**src/rtl/core/cie_pkg.sv**
```systemverilog
// ----------------------------------------------------------------------------
// cie_pkg
// Shared codes, constants and transaction types of the CPU8 instruction
// encoder.
// ----------------------------------------------------------------------------
package cie_pkg;

   // Memory size and address counter
   localparam int              MemoryBytes = 256;
   localparam int              AddrWidth   = 9;
   localparam logic [AddrWidth-1:0] MEM_LIMIT = AddrWidth'(MemoryBytes);

   // Mnemonic codes
   localparam logic [4:0] M_HLT     = 5'd0;
   localparam logic [4:0] M_NOP     = 5'd1;
   localparam logic [4:0] M_RET     = 5'd2;
   localparam logic [4:0] M_JC      = 5'd3;
   localparam logic [4:0] M_JN      = 5'd4;
   localparam logic [4:0] M_JZ      = 5'd5;
   localparam logic [4:0] M_JO      = 5'd6;
   localparam logic [4:0] M_LITERAL = 5'd7;
   localparam logic [4:0] M_JMP     = 5'd8;
   localparam logic [4:0] M_PUSH    = 5'd9;
   localparam logic [4:0] M_POP     = 5'd10;
   localparam logic [4:0] M_CALL    = 5'd11;
   localparam logic [4:0] M_NOT     = 5'd12;
   localparam logic [4:0] M_INC     = 5'd13;
   localparam logic [4:0] M_DEC     = 5'd14;
   localparam logic [4:0] M_TST     = 5'd15;
   localparam logic [4:0] M_MOV     = 5'd16;
   localparam logic [4:0] M_DATA    = 5'd17;
   localparam logic [4:0] M_LOD     = 5'd18;
   localparam logic [4:0] M_STO     = 5'd19;
   localparam logic [4:0] M_ADD     = 5'd20;
   localparam logic [4:0] M_ADC     = 5'd21;
   localparam logic [4:0] M_SUB     = 5'd22;
   localparam logic [4:0] M_SBC     = 5'd23;
   localparam logic [4:0] M_AND     = 5'd24;
   localparam logic [4:0] M_OR      = 5'd25;
   localparam logic [4:0] M_XOR     = 5'd26;
   localparam logic [4:0] M_CMP     = 5'd27;

   // Operand kinds
   localparam logic [1:0] KIND_NONE = 2'd0;
   localparam logic [1:0] KIND_REG  = 2'd1;

   // Register codes
   localparam logic [2:0] REG_RB = 3'd1;
   localparam logic [2:0] REG_RC = 3'd2;
   localparam logic [2:0] REG_PC = 3'd5;

   // Opcode byte fields
   localparam logic [7:0] GRP_LOAD  = 8'b0100_0000;
   localparam logic [7:0] GRP_STORE = 8'b1000_0000;
   localparam logic [7:0] GRP_ARITH = 8'b1100_0000;
   localparam logic [7:0] DST_IMM   = 8'b0011_1000;
   localparam logic [7:0] DST_SPI   = 8'b0011_0000;
   localparam logic [7:0] CARRY_BIT = 8'b0010_0000;
   localparam logic [2:0] SRC_IMM   = 3'b111;
   localparam logic [2:0] SRC_SPI   = 3'b110;
   localparam logic [2:0] COND_Z    = 3'b001;
   localparam logic [2:0] COND_N    = 3'b010;
   localparam logic [2:0] COND_O    = 3'b100;

   // ALU select codes (bits 4:2)
   localparam logic [2:0] ALU_ADD = 3'd3;
   localparam logic [2:0] ALU_SUB = 3'd2;
   localparam logic [2:0] ALU_XOR = 3'd4;
   localparam logic [2:0] ALU_OR  = 3'd5;
   localparam logic [2:0] ALU_AND = 3'd6;
   localparam logic [2:0] ALU_NOT = 3'd7;

   // Byte lengths
   localparam logic [1:0] LEN_NONE = 2'd0;
   localparam logic [1:0] LEN_ONE  = 2'd1;
   localparam logic [1:0] LEN_TWO  = 2'd2;

   // Error codes
   localparam logic [3:0] ERR_OK         = 4'd0;
   localparam logic [3:0] ERR_TWO_IMM    = 4'd1;
   localparam logic [3:0] ERR_NO_OPND    = 4'd2;
   localparam logic [3:0] ERR_JCC        = 4'd3;
   localparam logic [3:0] ERR_JMP_PUSH   = 4'd4;
   localparam logic [3:0] ERR_POP        = 4'd5;
   localparam logic [3:0] ERR_CALL       = 4'd6;
   localparam logic [3:0] ERR_UNARY      = 4'd7;
   localparam logic [3:0] ERR_MOV        = 4'd8;
   localparam logic [3:0] ERR_DATA       = 4'd9;
   localparam logic [3:0] ERR_LOD        = 4'd10;
   localparam logic [3:0] ERR_STO        = 4'd11;
   localparam logic [3:0] ERR_BINARY     = 4'd12;
   localparam logic [3:0] ERR_UNKNOWN    = 4'd13;
   localparam logic [3:0] ERR_OVERFLOW   = 4'd14;

   typedef struct packed {
      logic [7:0] immediate;
      logic [2:0] register;
      logic       indirect;
      logic [1:0] kind;
   } operand_type;

   typedef struct packed {
      operand_type right;
      operand_type left;
      logic [4:0]  mnemonic;
   } instr_type;

   typedef struct packed {
      logic [3:0] error_code;
      logic [1:0] byte_length;
      logic [7:0] immediate_byte;
      logic [7:0] opcode_byte;
      logic [7:0] placed_address;
   } result_type;

endpackage

```
**src/rtl/core/cie_encode.sv**
```systemverilog
// ----------------------------------------------------------------------------
// cie_encode
// Operand rule check, overflow check and opcode/immediate encoding of one
// instruction against the current placement address.
// ----------------------------------------------------------------------------
module cie_encode (
   input  cie_pkg::instr_type                   instr,
   input  logic [cie_pkg::AddrWidth-1:0]        next_address,
   output cie_pkg::result_type                  result
);
   import cie_pkg::*;

   logic [3:0] rule_err;
   logic [3:0] err;
   logic [7:0] op;
   logic       l_none, l_reg, l_imm, l_alu;
   logic       r_none, r_reg, r_imm, r_alu;
   logic [4:0] m;

   assign m      = instr.mnemonic;
   assign l_none = (instr.left.kind == KIND_NONE);
   assign l_reg  = (instr.left.kind == KIND_REG);
   assign l_imm  = instr.left.kind[1];
   assign l_alu  = !instr.left.indirect && l_reg && !instr.left.register[2];
   assign r_none = (instr.right.kind == KIND_NONE);
   assign r_reg  = (instr.right.kind == KIND_REG);
   assign r_imm  = instr.right.kind[1];
   assign r_alu  = !instr.right.indirect && r_reg && !instr.right.register[2];

   // Operand rules, two-immediate check first
   always_comb begin
      rule_err = ERR_OK;
      if (l_imm && r_imm) begin
         rule_err = ERR_TWO_IMM;
      end else begin
         unique case (m) inside
            M_HLT, M_NOP, M_RET: begin
               if (!l_none || !r_none) rule_err = ERR_NO_OPND;
            end
            M_JC, M_JN, M_JZ, M_JO, M_LITERAL: begin
               if (!r_none || !l_imm || instr.left.indirect) rule_err = ERR_JCC;
            end
            M_JMP, M_PUSH: begin
               if (l_none || !r_none || instr.left.indirect) rule_err = ERR_JMP_PUSH;
            end
            M_POP: begin
               if (!l_reg || !r_none || instr.left.indirect) rule_err = ERR_POP;
            end
            M_CALL: begin
               if (!l_reg || !r_none || instr.left.indirect ||
                   instr.left.register != REG_RC) rule_err = ERR_CALL;
            end
            M_NOT, M_INC, M_DEC, M_TST: begin
               if (!l_alu || !r_none) rule_err = ERR_UNARY;
            end
            M_MOV: begin
               if (!l_reg || instr.left.indirect || !r_reg || instr.right.indirect)
                  rule_err = ERR_MOV;
            end
            M_DATA: begin
               if (!l_reg || instr.left.indirect || !r_imm || instr.right.indirect)
                  rule_err = ERR_DATA;
            end
            M_LOD: begin
               if (!l_reg || instr.left.indirect || r_none || !instr.right.indirect)
                  rule_err = ERR_LOD;
            end
            M_STO: begin
               if (l_none || !instr.left.indirect || r_none || instr.right.indirect)
                  rule_err = ERR_STO;
            end
            M_ADD, M_ADC, M_SUB, M_SBC, M_AND, M_OR, M_XOR, M_CMP: begin
               if (!l_alu || !r_alu || instr.right.register != REG_RB)
                  rule_err = ERR_BINARY;
            end
            default: rule_err = ERR_UNKNOWN;
         endcase
      end
   end

   assign err = (rule_err == ERR_OK && next_address >= MEM_LIMIT) ? ERR_OVERFLOW : rule_err;

   // Opcode byte: group, destination, source, ALU select
   always_comb begin
      op = '0;
      unique case (m) inside
         M_LOD, M_POP, M_RET: op = GRP_LOAD;
         M_STO, M_PUSH, M_CALL: op = GRP_STORE;
         M_ADD, M_ADC, M_SUB, M_SBC, M_INC, M_DEC,
         M_XOR, M_OR, M_AND, M_NOT, M_CMP, M_TST: op = GRP_ARITH;
         default: ;
      endcase

      unique case (m) inside
         M_MOV, M_LOD, M_STO, M_POP, M_DATA:
            op = op | (l_imm ? DST_IMM : {2'b00, instr.left.register, 3'b000});
         M_PUSH, M_CALL: op = op | DST_SPI;
         M_JMP, M_RET, M_HLT: op = op | {2'b00, REG_PC, 3'b000};
         M_NOP: ;
         M_JZ, M_JO, M_JN, M_JC: op = op | DST_IMM;
         default: op = op | {5'b00000, instr.left.register};
      endcase

      unique case (m) inside
         M_MOV, M_LOD, M_STO, M_DATA:
            op = op | {5'b00000, (r_imm ? SRC_IMM : instr.right.register)};
         M_PUSH, M_JMP:
            op = op | {5'b00000, (l_imm ? SRC_IMM : instr.left.register)};
         M_CALL, M_HLT: op = op | {5'b00000, REG_PC};
         M_POP, M_RET: op = op | {5'b00000, SRC_SPI};
         M_JZ: op = op | {5'b00000, COND_Z};
         M_JO: op = op | {5'b00000, COND_O};
         M_JN: op = op | {5'b00000, COND_N};
         default: ;
      endcase

      unique case (m) inside
         M_ADD: op = op | {3'b000, ALU_ADD, 2'b00};
         M_ADC: op = op | CARRY_BIT | {3'b000, ALU_ADD, 2'b00};
         M_TST: op = op | CARRY_BIT | {3'b000, ALU_NOT, 2'b00};
         M_SUB: op = op | {3'b000, ALU_SUB, 2'b00};
         M_SBC: op = op | CARRY_BIT | {3'b000, ALU_SUB, 2'b00};
         M_CMP: op = op | CARRY_BIT | {3'b000, ALU_AND, 2'b00};
         M_DEC: op = op | CARRY_BIT;
         M_XOR: op = op | {3'b000, ALU_XOR, 2'b00};
         M_OR:  op = op | {3'b000, ALU_OR, 2'b00};
         M_AND: op = op | {3'b000, ALU_AND, 2'b00};
         M_NOT: op = op | {3'b000, ALU_NOT, 2'b00};
         default: ;
      endcase
   end

   always_comb begin
      result = '0;
      result.error_code = err;
      if (err == ERR_OK) begin
         result.placed_address = next_address[7:0];
         if (m == M_LITERAL) begin
            result.opcode_byte = instr.left.immediate;
            result.byte_length = LEN_ONE;
         end else begin
            result.opcode_byte = op;
            // Right immediate wins when both are present (never passes the rules)
            if (r_imm) begin
               result.immediate_byte = instr.right.immediate;
            end else if (l_imm) begin
               result.immediate_byte = instr.left.immediate;
            end
            result.byte_length = (l_imm || r_imm) ? LEN_TWO : LEN_ONE;
         end
      end
   end

endmodule

```
**src/rtl/core/cpu8_instruction_encoder_unit.sv**
```systemverilog
// ----------------------------------------------------------------------------
// cpu8_instruction_encoder_unit
// Checks and encodes parsed CPU8 instructions and places them in memory.
// ----------------------------------------------------------------------------
// One instruction transaction is accepted per cycle unless the input stalls.
// Its result passes through the input register, then the result register,
// which captures it once the result side is free, and is then offered on
// rsp. The input stalls only while both registers hold a transaction
// and the result side is not ready. The placement counter is read and
// advanced within the single stage between the two registers, so
// back-to-back instructions see each other's address without stalls. A
// rejected instruction returns its error code with all other fields zero and
// leaves the counter untouched; an instruction that passes the operand rules
// but starts at or beyond the end of memory is rejected as an overflow.
module cpu8_instruction_encoder_unit (
   input  logic        clock,
   input  logic        reset,
   input  logic        req_tvalid,
   output logic        req_tready,
   // [4:0] mnemonic, [6:5] left_kind, [7] left_indirect, [10:8] left_register,
   // [18:11] left_immediate, [20:19] right_kind, [21] right_indirect,
   // [24:22] right_register, [32:25] right_immediate, [39:33] zero
   input  logic [39:0] req_tdata,
   output logic        rsp_tvalid,
   input  logic        rsp_tready,
   // [7:0] placed_address, [15:8] opcode_byte, [23:16] immediate_byte,
   // [25:24] byte_length, [29:26] error_code, [31:30] zero
   output logic [31:0] rsp_tdata
);
   import cie_pkg::*;

   logic                 s1_valid_ff, s1_valid_in;
   instr_type            s1_instr_ff;
   logic                 rsp_valid_ff, rsp_valid_in;
   result_type           rsp_data_ff;
   logic [AddrWidth-1:0] next_addr_ff, next_addr_in;
   result_type           result;
   logic                 out_free;
   logic                 load;
   logic                 req_take;

   assign out_free   = !rsp_valid_ff || rsp_tready;
   assign load       = s1_valid_ff && out_free;
   assign req_tready = !s1_valid_ff || out_free;
   assign req_take   = req_tvalid && req_tready;

   cie_encode u_encode (
      .instr        (s1_instr_ff),
      .next_address (next_addr_ff),
      .result       (result)
   );

   // Error results carry zero length, so the counter holds on its own
   assign next_addr_in = load ? next_addr_ff + AddrWidth'(result.byte_length) : next_addr_ff;
   assign s1_valid_in  = req_take ? 1'b1 : (out_free ? 1'b0 : s1_valid_ff);
   assign rsp_valid_in = out_free ? s1_valid_ff : rsp_valid_ff;

   always_ff @(posedge clock) begin
      if (reset) begin
         s1_valid_ff  <= 1'b0;
         rsp_valid_ff <= 1'b0;
         next_addr_ff <= '0;
      end else begin
         s1_valid_ff  <= s1_valid_in;
         rsp_valid_ff <= rsp_valid_in;
         next_addr_ff <= next_addr_in;
      end
   end

   always_ff @(posedge clock) begin
      if (req_take) begin
         s1_instr_ff <= req_tdata[$bits(instr_type)-1:0];
      end
      if (load) begin
         rsp_data_ff <= result;
      end
   end

   assign rsp_tvalid = rsp_valid_ff;
   assign rsp_tdata  = {{(32-$bits(result_type)){1'b0}}, rsp_data_ff};

   a_err_zero: assert property (@(posedge clock) disable iff (reset)
      (rsp_valid_ff && rsp_data_ff.error_code != ERR_OK) |->
         (rsp_data_ff.byte_length == LEN_NONE && rsp_data_ff.opcode_byte == 8'h00 &&
          rsp_data_ff.placed_address == 8'h00))
      else $error("error result carries nonzero fields");

   a_ok_len: assert property (@(posedge clock) disable iff (reset)
      (rsp_valid_ff && rsp_data_ff.error_code == ERR_OK) |->
         (rsp_data_ff.byte_length == LEN_ONE || rsp_data_ff.byte_length == LEN_TWO))
      else $error("good result without a length");

   a_err_hold: assert property (@(posedge clock) disable iff (reset)
      (load && result.error_code != ERR_OK) |=> $stable(next_addr_ff))
      else $error("placement address moved on a rejected instruction");

   a_addr_idle: assert property (@(posedge clock) disable iff (reset)
      !load |=> $stable(next_addr_ff))
      else $error("placement address moved without a result");

   a_stall: assert property (@(posedge clock) disable iff (reset)
      !req_tready |-> (s1_valid_ff && rsp_valid_ff))
      else $error("input stalled with a free stage");

endmodule
```
**config.mk**
```make
export PLATFORM = sky130hd
export DESIGN_NAME = cpu8_instruction_encoder_unit
export DESIGN_NICKNAME = d
export VERILOG_FILES = /design/src/rtl/core/cie_pkg.sv /design/src/rtl/core/cie_encode.sv /design/src/rtl/core/cpu8_instruction_encoder_unit.sv
export SDC_FILE = /design/constraint.sdc
export NUM_CORES = 1
export LEC_CHECK = 0
export CORE_UTILIZATION = 40
export CTS_BUF_LIST = sky130_fd_sc_hd__clkbuf_8
export DETAILED_ROUTE_END_ITERATION = 16
export DONT_BUFFER_PORTS = 1
export GPL_ROUTABILITY_DRIVEN = 1
export GPL_TIMING_DRIVEN = 1
export MAX_ROUTING_LAYER = met4
export RECOVER_POWER = 50
export SLEW_MARGIN = 30
export SYNTH_ARGS = -nofsm -noshare
export SYNTH_HDL_FRONTEND = slang
export SYNTH_HIERARCHICAL = 1
export SYNTH_SLANG_ARGS = --single-unit
```
**constraint.sdc**
```tcl
create_clock -name clock -period 4 [get_ports clock]
set_input_delay 0.2 -clock clock [delete_from_list [all_inputs] [get_ports clock]]
set_output_delay 0.2 -clock clock [all_outputs]
set_load 0.05 [all_outputs]
```
### Word level (Yosys, flattened, before mapping)

Index checks and enable logic that the tools add are counted.

* register bits after elaboration: 74
* input port bits: 44
* output and inout port bits: 34
* logic and storage cells: 153

* $add $sub $neg: 1
* magnitude comparators: 1
* equality and inequality tests: 31
* muxes and demuxes: 30
* bitwise operators: 5
* reduce and logical (&&, ||, !) cells: 68

Operator list (count)
* $pmux W6 S11: 1
* $eq A5 B5 Y1 const B: 12
* $pmux W8 S7: 1
* $pmux W4 S11: 1
* $eq A5 B4 Y1 const B: 8
* $pmux W8 S5: 1
* $mux W8: 4
* $mux W4: 7
* $mux W26: 1
* $logic_or A1 B1 Y1: 24
* $or A8 B3 Y8: 3
* $pmux W8 S3: 1
* $eq A5 B3 Y1 const B: 4
* $mux W3: 6
* $logic_not A1 Y1: 14
* $reduce_or A12 Y1: 1
* $reduce_or A3 Y1: 4
* $reduce_or A4 Y1: 3
* $eq A5 B2 Y1 const B: 2
* $reduce_or A2 Y1: 5
* $reduce_or A5 Y1: 2
* $add A9 B2 Y9: 1
* $ge A9 B9 Y1 const B: 1
* $logic_and A1 B1 Y1: 8
* other kinds (14): 21

### Depth between registers and ports, before layout

* depth in word-level cells: 15
* gate-level depth with buffers: 15
* gate-level depth less buffers: 13

### By module

The synthesis kept the hierarchy.

By module, submodules not included
* cpu8_instruction_encoder_unit: times used 1, cells an instance 128, area an instance 2482.4 um^2, seq. area each 2112.0 um^2
* cie_encode: times used 1, cells an instance 205, area an instance 1302.5 um^2, seq. area each 0.0 um^2

### Worst setup path after synthesis

OpenSTA, ideal clock, no wires.

* kind: register to register
* start point: reg s1_instr_ff[20] (netlist name)
* end point: reg next_addr_ff[8]
* library setup time: 123 ps
* data arrival time: 3381 ps
* required time: 3877 ps
* setup slack: 496 ps
* stages on the path, launching flop included: 15
* buffers on the path: 2
* period minus slack after synthesis: 3504 ps
* cells stage by stage: edfxtp_1 > buf_2 > nor4b_2 > nor4_1 > a311oi_1 > o211ai_2 > or2_1 > buf_6 > nor4b_1 > ha_1 > inv_1 > fa_1 > nand2b_1 > nor4b_4 > mux2_1

RTL lines
* start, declared: line cpu8_instruction_encoder_unit.sv:33 `instr_type s1_instr_ff;`
* start signal, assigned: line cpu8_instruction_encoder_unit.sv:72 `s1_instr_ff <= req_tdata[$bits(instr_type)-1:0];`
* end signal, assigned: line cpu8_instruction_encoder_unit.sv:66 `next_addr_ff <= next_addr_in;`
* end, declared: line cpu8_instruction_encoder_unit.sv:36 `logic [AddrWidth-1:0] next_addr_ff, next_addr_in;`

==> impl_metrics.py <==
metrics = {
    "outcome": {
        "status": "complete, no violations",
    },
    "detailed_routing": {
        "via_per_inst": 5.90,
        "drc_errors": 0,
        "drtAntennaViolNets": 0,
        "drt_wl_total_um": 8890,
        "dr.first_iter.drc_count": 194,
        "vias": 2874,
        "routedWlPerCell_um": 18.3,
        "dr.pass1.iters": 4,
    },
    "cells_and_area": {
        "finalInstanceArea_um2": 4540,
        "num-fill-cells": 851,
        "final_common_cell": "edfxtp_1",
        "layout_common_cells": "63 x edfxtp_1, 35 x dlygate4sd3_1, 23 x nor2_1",
        "areaGrowthSynthToFinish_pct": 19.9,
        "antenna_cells": 0,
        "final_nets": 418,
        "drive_gt1_share_pct": 15.7,
    },
    "clock_tree": {
        "cts_max_path_buffers": 2,
        "cts.sinks": 74,
        "cts_tree": "done",
        "cts_buffers": 9,
        "root_buffer": "clkbuf_8",
        "clk_pin_slew_ps": 90,
        "cts_setup_buffers": 0,
        "ctsHtreeMaxLevel": 3,
        "insertion_delay_ps": 350,
    },
    "grt": {
        "antenna_found_initial": 0,
        "grt_max_degree": 34,
        "use_met1_pct": 26.3,
        "use_met3_pct": 3.16,
        "overflow": 0,
        "grt_pass1_vias": 2752,
        "met2_usage_pct": 30.3,
        "grt-busiest-layer": "met2",
        "grt_pass1_wl_um": 14500,
        "grt_usage_pct": 19.7,
    },
    "timing": {
        "max_freq_mhz": 274,
        "hold_violations": 0,
        "rsz0062_at_grt": "false",
        "finalMaxSlewViolations": 0,
        "setup_viol": 0,
        "max-slew-margin-rel_pct": 12.2,
        "tns_ps": 0,
        "fin_crit_ps": 3650,
        "tightestPinTransition_ps": 1320,
        "fin_ws_ps": 346,
        "fin_crit_sh_pct": 91.4,
        "finClkSkew_ps": 11.0,
        "holdWs_ps": 71.3,
    },
    "die": {
        "pin_count": 78,
        "coreArea_um2": 9200,
        "die_w_um": 99.3,
        "rows": 35,
        "dieHeight_um": 99.3,
        "start_util_pct": 41.2,
        "dieArea_um2": 9860,
    },
    "setup_path": {
        "cp_common_cell": "nor4b_2",
        "critPathCapture": "next_addr_ff[8]",
        "cp-start-kind": "flop",
        "crit_fanout": 15,
        "cp-startpoint": "s1_instr_ff[6]",
        "r2r-start": "s1_instr_ff[6]",
        "rr_endpoint": "next_addr_ff[8]",
        "path_class": "flop to flop",
        "slowest_delay_ps": 430,
        "path_depth": 13,
        "path_delay_family": "simple AND/OR/NAND/NOR gates",
        "rr_worst_depth": 13,
        "cp_num_buf_inv": 2,
        "r2r_setup_slack_ps": 350,
        "cp-end-kind": "flop",
        "required_ps": 4240,
        "critical-path-slowest-cell": "edfxtp_1",
        "arrival_ps": 3900,
        "crit_chain": "buf_4 > nor4b_2 > nor4_1 > a311oi_1 > o211ai_2 > or2_1 > nor4b_2 > ha_1 > inv_1 > fa_1 > nand2b_1 > nor4b_4 > mux2_1",
    },
    "placed_design": {
        "place_area_um2": 3940,
        "dpl.hpwl_um": 6050,
        "place.gp.congestion": 0.912,
        "portBuffers": 0,
        "dp_slack_ps": 186,
    },
    "worst_hold_path": {
        "whs_path_depth": 2,
        "min_path_type": "primary input to flop",
    },
    "job": {
        "cap_violations": 0,
    },
    "yosys": {
        "synth_top_area_share_pct": 50.0,
        "synthArstFlopShare_pct": 0,
        "synth_top_area_cell": "edfxtp_1",
        "synth_top_flop_cell": "edfxtp_1",
        "synth-seq-area-share_pct": 55.8,
        "netlist_area_um2": 3780,
        "synth.distinct_cells": 72,
        "synth-edff-count": 63,
        "ys_warn_count": 6,
        "synth.avg_cell_area_um2": 11.4,
        "synth.area.top_cells": "edfxtp_1 50%, dfxtp_1 5.8%, nor4_1 2.6%, a21oi_1 2.5%, nor2_1 2.3%",
        "ys_ff_latch": 74,
        "netlist_instances": 333,
    },
    "power_and_ir_drop": {
        "ir_drop_mv": 0.168,
        "power_density_nw_per_um2": 410,
        "power_leakage_nw": 1.50,
    },
}
-- worst min-delay path by stage --
stage,from,to
6_report,reset,next_addr_ff[8]
3_5_place_dp,reset,next_addr_ff[7]
3_3_place_gp,reset,next_addr_ff[2]
4_1_cts,reset,next_addr_ff[8]
5_1_grt,reset,next_addr_ff[8]
2_1_floorplan,req_tdata[0],s1_instr_ff[0]
-- flip-flops by register name, summed over array words and instances (netlist names) --
register	cells
next_addr_ff	9
rsp_tdata	30
rsp_tvalid	1
s1_instr_ff	33
s1_valid_ff	1
-- cell type report --
cell class | count | area (um2) | share of cell area (%)
Clock buffer | 10 | 138 | 3.03
Clock inverter | 6 | 95.1 | 2.09
Multi-Input combinational cell | 218 | 1510 | 33.2
Timing Repair Buffer | 56 | 504 | 11.1
Inverter | 12 | 45.0 | 0.992
Sequential cell | 74 | 2110 | 46.5
Tap cell | 111 | 139 | 3.06
-- power by group --
part | total, mW | internal, mW | leakage, nW | switching, mW
clock | 0.672 | 0.376 | 0.118 | 0.296
combinational | 0.215 | 0.0852 | 0.695 | 0.130
sequential | 0.973 | 0.883 | 0.691 | 0.0891
-- cell usage after synthesis (3+ instances only) --
| cell type | number |
|---|---|
| nor4b_2 | 5 |
| nor2_1 | 23 |
| a22oi_1 | 10 |
| a311oi_1 | 3 |
| nand3_1 | 10 |
| edfxtp_1 | 63 |
| o31ai_1 | 5 |
| nand4_1 | 3 |
| a21oi_1 | 19 |
| nand2_1 | 19 |
| clkbuf_1 | 16 |
| buf_1 | 3 |
| o22ai_1 | 3 |
| dfxtp_1 | 11 |
| inv_1 | 10 |
| and2_1 | 3 |
| buf_4 | 3 |
| nand2b_1 | 6 |
| nor2b_1 | 4 |
| nor3_1 | 3 |
| buf_2 | 6 |
| nor4_1 | 16 |
| o21ai_0 | 17 |
| a211oi_1 | 3 |
| nor4b_1 | 6 |
-- kinds of logic (layout without fill, tap and decap cells) --
kind of cell               Yosys count  count (layout)  share of synthesized area [%]
and+or+nand+nor                    115             115                           19.2
other                                1               2                         0.0991
xor gates and xnor gates             4               4                          0.926
adders and majority gates            3               3                           1.19
muxes                                2               2                          0.562
buffers and inverters               42              84                           5.06
DFF                                 74              74                           55.8
AOI/OAI and AO/OA                   92              92                           17.2
-- repair_timing --
item | CTS | global route
gates resized for setup | 0 | 4
hold buffers | 35 | 0
setup endpoints to repair | 0 | 4
hold endpoints to repair | 43 | 0
-- routing by layer --
layer	routed length [um]	share of wire (%)	up-vias
met3	428	4.8	14
met5	0	0	-
li1	-	-	1369
met2	4270	48	99
met4	119	1.3	0
met1	4070	46	1392
-- through the flow --
stage	util (%)	power (mW)	cells
after floorplan	-	1.12	334
after global placement	42.8	1.17	436
after detailed placement	42.8	1.17	436
after CTS	49.2	1.88	487
after global routing	49.4	1.94	487
final	49.4	1.86	487
Power figures use the tool's default switching activity.
